File: config.mk
export PLATFORM = sky130hd
export DESIGN_NAME = adagrad_sqrt
export DESIGN_NICKNAME = d
export VERILOG_FILES = /design/src/rtl/core/adagrad_pkg.sv /design/src/rtl/core/adagrad_sqrt.sv
export SDC_FILE = /design/constraint.sdc
export NUM_CORES = 2
export LEC_CHECK = 0
export ABC_AREA = 0
export BUFFER_PORTS_ARGS = -buffer_cell sky130_fd_sc_hd__buf_2
export CAP_MARGIN = 5
export CELL_PAD_IN_SITES_DETAIL_PLACEMENT = 1
export CELL_PAD_IN_SITES_GLOBAL_PLACEMENT = 1
export CORE_MARGIN = 2
export CORE_UTILIZATION = 53
export DETAILED_ROUTE_END_ITERATION = 10
export MAX_ROUTING_LAYER = met4
export PLACE_DENSITY = 0.82
export SYNTH_ARGS = -nofsm -noshare
export SYNTH_HDL_FRONTEND = slang
export SYNTH_SLANG_ARGS = --single-unit
File: constraint.sdc
create_clock -name clk -period 3.85 [get_ports clk]
set_clock_uncertainty 0.1 [all_clocks]
set_input_delay 0.1925 -clock clk [delete_from_list [all_inputs] [get_ports clk]]
set_output_delay 0.1925 -clock clk [all_outputs]
set_load 0.01 [all_outputs]
File: src/rtl/core/adagrad_pkg.sv
// Shared constants, register codes and sideband types for the Adagrad update unit.
`default_nettype none
package adagrad_pkg;

	localparam int FRAC_BITS_DEF = 16;

	localparam int DATA_W = 32;
	localparam int FACT_W = 16;
	localparam int NUM_W  = 48;
	localparam int CFG_IDX_W = 2;

	typedef enum logic [CFG_IDX_W-1:0] {
		CFG_LR  = 2'd0,
		CFG_EPS = 2'd1,
		CFG_WD  = 2'd2
	} cfg_reg_t;

	localparam logic [FACT_W-1:0] LR_RST  = 16'd655;
	localparam logic [FACT_W-1:0] EPS_RST = 16'd1;
	localparam logic [FACT_W-1:0] WD_RST  = 16'd0;

	// carried alongside the root pipeline
	typedef struct packed {
		logic signed [DATA_W-1:0] w;
		logic [NUM_W-1:0]         num;
		logic                     neg;
		logic                     sat;
		logic [DATA_W-1:0]        acc;
	} sqrt_side_t;

	// carried alongside the divider pipeline
	typedef struct packed {
		logic signed [DATA_W-1:0] w;
		logic                     neg;
		logic                     sat;
		logic [DATA_W-1:0]        acc;
		logic                     dzero;
	} div_side_t;

endpackage
`default_nettype wire

File: src/rtl/core/adagrad_sqrt.sv
// Pipelined integer square root, one root bit per stage.
`default_nettype none
module adagrad_sqrt #(
	parameter int RW   = 24,
	parameter int SB_W = 8
) (
	input  wire logic              clk,
	input  wire logic              arst_n,
	input  wire logic              en,
	input  wire logic              vin,
	input  wire logic [2*RW-1:0]   rad,
	input  wire logic [SB_W-1:0]   side_in,
	output logic                   vout,
	output logic [RW-1:0]          root,
	output logic [SB_W-1:0]        side_out
);
	import adagrad_pkg::*;

	localparam int RMW = RW + 2;

	logic [RMW-1:0]  rem_s  [RW];
	logic [RW-1:0]   res_s  [RW];
	logic [2*RW-1:0] v_s    [RW];
	logic [SB_W-1:0] side_s [RW];
	logic            vld_s  [RW];

	for (genvar k = 0; k < RW; k++) begin : g_stage
		logic [RMW-1:0]  rem_p;
		logic [RW-1:0]   res_p;
		logic [2*RW-1:0] v_p;
		logic [SB_W-1:0] side_p;
		logic            vld_p;
		logic [RMW+1:0]  rem_sh;
		logic [RMW+1:0]  trial;
		logic [RMW+1:0]  diff;
		logic            ge;

		if (k == 0) begin : g_first
			assign rem_p  = '0;
			assign res_p  = '0;
			assign v_p    = rad;
			assign side_p = side_in;
			assign vld_p  = vin;
		end else begin : g_next
			assign rem_p  = rem_s[k-1];
			assign res_p  = res_s[k-1];
			assign v_p    = v_s[k-1];
			assign side_p = side_s[k-1];
			assign vld_p  = vld_s[k-1];
		end

		assign rem_sh = {rem_p, v_p[2*RW-1 -: 2]};
		assign trial  = {2'b00, res_p, 2'b01};
		assign ge     = rem_sh >= trial;
		assign diff   = rem_sh - trial;

		always_ff @(posedge clk or negedge arst_n) begin
			if (!arst_n) begin
				vld_s[k] <= 1'b0;
			end else if (en) begin
				vld_s[k] <= vld_p;
			end
		end

		always_ff @(posedge clk) begin
			if (en) begin
				rem_s[k]  <= ge ? diff[RMW-1:0] : rem_sh[RMW-1:0];
				res_s[k]  <= {res_p[RW-2:0], ge};
				v_s[k]    <= v_p << 2;
				side_s[k] <= side_p;
			end
		end
	end

	assign vout     = vld_s[RW-1];
	assign root     = res_s[RW-1];
	assign side_out = side_s[RW-1];

endmodule
`default_nettype wire

-- After elaboration in Yosys (flattened, before gate mapping)
Memories as Yosys holds them, arrays and structs flattened.
Index checks and enable logic that the tools add are counted.
- memories kept: 4
- input bits: 60
- memory bits (writable): 2496
- bits in registers: 24
- order comparisons: 24
- add/subtract/negate cells: 24
- mux-type cells: 26
- memory list (memory ; depth ; bits a word ; read ports ; clocked after Yosys merged registers in ; wr ports ; RTL line ; RTL):
    v_s ; 24 ; 46 ; 23 ; 0 ; 24 ; adagrad_sqrt.sv:23 ; logic [2*RW-1:0] v_s [RW];
    rem_s ; 24 ; 26 ; 23 ; 0 ; 24 ; adagrad_sqrt.sv:21 ; logic [RMW-1:0] rem_s [RW];
    res_s ; 24 ; 24 ; 24 ; 0 ; 24 ; adagrad_sqrt.sv:22 ; logic [RW-1:0] res_s [RW];
    side_s ; 24 ; 8 ; 24 ; 0 ; 24 ; adagrad_sqrt.sv:24 ; logic [SB_W-1:0] side_s [RW];
- operator list (kind ; count):
    greater-or-equal comparator 28 x 26 -> 1 bit ; 23
    two-way mux 26 bit ; 24
    subtractor 26 bit ; 23
    subtractor 2 x 1 -> 3 bit (second input constant) ; 1
    greater-or-equal comparator 2 x 1 -> 1 bit (second input constant) ; 1
    two-way mux 1 bit ; 2

-- Logic depth before layout (Yosys ltp)
An unclocked memory read counts as a cell.
- depth in word-level cells: 3
- mapped depth: 13
- depth with buffers taken out: 12

-- Worst setup path after synthesis
No wires, ideal clock.
- path type: flip-flop to flip-flop
- start point: mem rem_s[2][33] (netlist name)
- end point: mem rem_s[2][57] (netlist name) (data pin)
- data required time: 3480 ps
- period minus slack after synthesis: 3253 ps
- stages on the path, launching flop included: 12
- setup slack: 597 ps
- path buffers: 3
- arrival: 2883 ps
- path through: edfxtp_1 ha_1 clkbuf_1 nand3_1 nor3_1 o21ai_0 a41oi_1 o21ai_0 o21ai_1 clkbuf_1 buf_1 a21oi_1
- RTL lines (what ; RTL line):
    from (decl) ; adagrad_sqrt.sv:21

==> run summary <==
IO Port Bufs: 92
wire length per cell: 21.9 µm
row cnt: 135
Die Y-Extent: 372 µm
clk buf depth: 3
Hold Crit Class: in -> reg
type of origin of the critical path: register
chip width: 372 µm
clk slew on worst S/H paths: 0.07 ns
# clock sinks: 1631
vias in the first global route: 46.1k
CP required: 4.32 ns
RSZ-0062 raised after global routing: no
P_leak: 0.0311 µW
ys async rst share: 0.0147
H-tree depth: 4
Vias: 42.8k
Yosys cell types: 84
WL final: 164000 µm
number of DRC markers in iteration 0: 2892
Power, Total: 46900 µW
Tcrit/Tclk final: 0.980
Max Cap Viol: 0
n_diodes: 0
vias per inst: 5.71
sequential share of the synthesized area: 0.680
Relative slew margins: 0.261
total CTS buffers: 167
syn_nets: 5582
Synth warnings: 0
outcome: completed
largest net degree at the start of global routing: 128
Post-synth EDFFs: 1607
GP Congestion: 0.877
Slew Viols, Final: 0
Overflow after GRT: 0
Hold WS: 0.0376 ns
Layout area overhead: 13.8%
Max Freq: 265 MHz
Worst Path Max Fanout: 4
endpoints failing hold: 0
layout cell share with drive strength beyond 1: 0.0928
dominant cell type by area after synthesis: edfxtp_1
Mapped Cells: 5196
Power Dens Cells: 574 nW/µm²
DRT Pass-1 Iters: 6
num ports: 93
CP endpoint kind: register
Yosys reg bits: 1631
final setup vio count: 0
Peak VDD IR: 0.000437 V
Crit Path Category: reg -> reg
DIE AREA: 138000 µm²
synthesized area per cell: 13.8 µm²
gr usage total: 0.246
Root Driver: clkbuf_16
core area: 135000 µm²
fillers: 12.8k
HPWL after DPL: 105000 µm
ys flop type: edfxtp_1
min cycle time layout: 3.77 ns
largest cells by area after synthesis: edfxtp_1, ha_1, xnor2_1
Syn Std Cell Area: 71800 µm²
Initial Util: 0.532
Worst-Margin Slew: 1.10 ns
first-pass GRT wire length: 258000 µm
Layout Nets: 5964
Antenna Nets Post-Route: 0
latest clock arrival within the worst-skew pair: 0.82 ns
top cell type's share of synthesized area: 0.672
CTS tree: yes
antenna violations before repair: 0
WP data arrival: 4.24 ns
DRC viols: 0
==> through the flow <==
| step | cells | worst slack, ns | util | cell area, µm² | TNS, ns |
|---|---|---|---|---|---|
| floorplan | 5196 | 0.597 | - | 71800 | 0 |
| global placement | 7074 | 0.0807 | 0.557 | 75200 | 0 |
| CTS | 7494 | 0.0996 | 0.605 | 81700 | 0 |
| global route | 7495 | 0.0121 | 0.606 | 81800 | 0 |
| detailed placement | 7074 | -0.0577 | 0.557 | 75200 | -0.110 |
| finish | 7495 | 0.0770 | 0.606 | 81800 | 0 |
==> logic make-up (layout without fill, tap and decap cells) <==
group / after synthesis / count (layout) / synth area share
and+or+nand+nor: 1282 / 1282 / 0.0886
muxes: 87 / 87 / 0.0134
xor gates and xnor gates: 454 / 454 / 0.0554
adders and majority gates: 326 / 326 / 0.0568
AOI/OAI and AO/OA: 927 / 927 / 0.0799
DFF: 1631 / 1631 / 0.680
buffers and inverters: 488 / 1006 / 0.0257
other: 1 / 1 / 0.0000522
==> registers in the layout (all words and copies together), names as in the netlist <==
signal	count
g_stage.vld_p	23
rem_s	563
res_s	300
side_s	192
v_s	552
vout	1
==> final cells by class <==
| cell class | instances | area, µm² | share of cell area |
|---|---|---|---|
| tap | 1781 | 2230 | 0.0273 |
| clock buffer | 206 | 4370 | 0.0534 |
| sequential | 1631 | 48900 | 0.598 |
| inverter | 405 | 1520 | 0.0186 |
| timing repair buffer | 296 | 2630 | 0.0322 |
| clock inverter | 99 | 956 | 0.0117 |
| multi-input combinational | 3077 | 21200 | 0.259 |
==> Yosys cell counts, drive strengths merged, types with 25 or more instances <==
cell and n:
xnor2 236, a211oi 26, edfxtp 1607, or3 46, nand2b 63, or2 25
o21ai 253, nor3 137, clkbuf 72, ha 326, a21o 87, a21oi 294
nor2 288, nand2 345, nand3 76, xor2 218, mux2 72, nand4 47
inv 405, o31ai 30, nor4 77, o21a 54, nor2b 51, or4 29
==> worst max-delay path: stages, from the launching register on <==
cell      delay, ns
edfxtp_1       0.46
or4_1          0.65
nor4_4         0.28
or4b_2         0.71
nor3_1         0.61
nand2_1        0.20
nor4_1         0.37
xor2_1         0.13
==> layer usage <==
metal | routed length, µm | part of all wire | vias up | global-route usage
met5 | 0 | 0 | - | -
met4 | 5010 | 0.030 | 0 | 0.0850
met3 | 6160 | 0.038 | 329 | 0.0329
met2 | 87200 | 0.53 | 952 | 0.435
met1 | 65900 | 0.40 | 21500 | 0.288
li1 | - | - | 20100 | -
==> path summary, 6_finish.rpt <==
| check | depth (start not counted) | slack [ns] | start | to |
|---|---|---|---|---|
| max | 7 | 0.08 | rem_s[0][62]$_DFFE_PP_ | rem_s[0][102]$_DFFE_PP_ |
| min | 2 | 0.04 | rad[17] | v_s[0][17]$_DFFE_PP_ |
| max reg2reg | 7 | 0.08 | rem_s[0][62]$_DFFE_PP_ | rem_s[0][102]$_DFFE_PP_ |
| min reg2reg | 0 | 0.29 | v_s[1][179]$_DFFE_PP_ | v_s[1][227]$_DFFE_PP_ |
| max in group asynchronous | 4 | 3.15 | arst_n | g_stage[8].vld_p$_DFFE_PN0P_ |
| min in group asynchronous | 4 | 0.32 | arst_n | g_stage[15].vld_p$_DFFE_PN0P_ |
==> timing repair <==
action	CTS	global route
hold buffers	115	0
resized for setup	1	8
endpoints found under the setup margin	2	33
endpoints found under the hold margin	192	0
pin swaps	0	1
setup buffers	0	1
==> where the power goes <==
part / internal [µW] / switching [µW]
Combinational: 3210 / 4390
Sequential: 22100 / 1340
Clock: 8750 / 7180
Total: 34000 / 12900
==> layout by cell type, fill, tap and decap left out, types with 76 or more instances in the layout <==
cell,netlist,layout
a21o_1,87,87
buf_2,5,91
xor2_1,218,218
xnor2_1,236,236
nor3_1,136,135
nor2_1,288,288
o21ai_0,251,251
ha_1,326,326
edfxtp_1,1607,1607
dlygate4sd3_1,0,114
inv_1,405,405
clkbuf_16,0,168
nand3_1,76,76
nand2_1,345,345
a21oi_1,294,293
(Power assumes the default switching activity.)
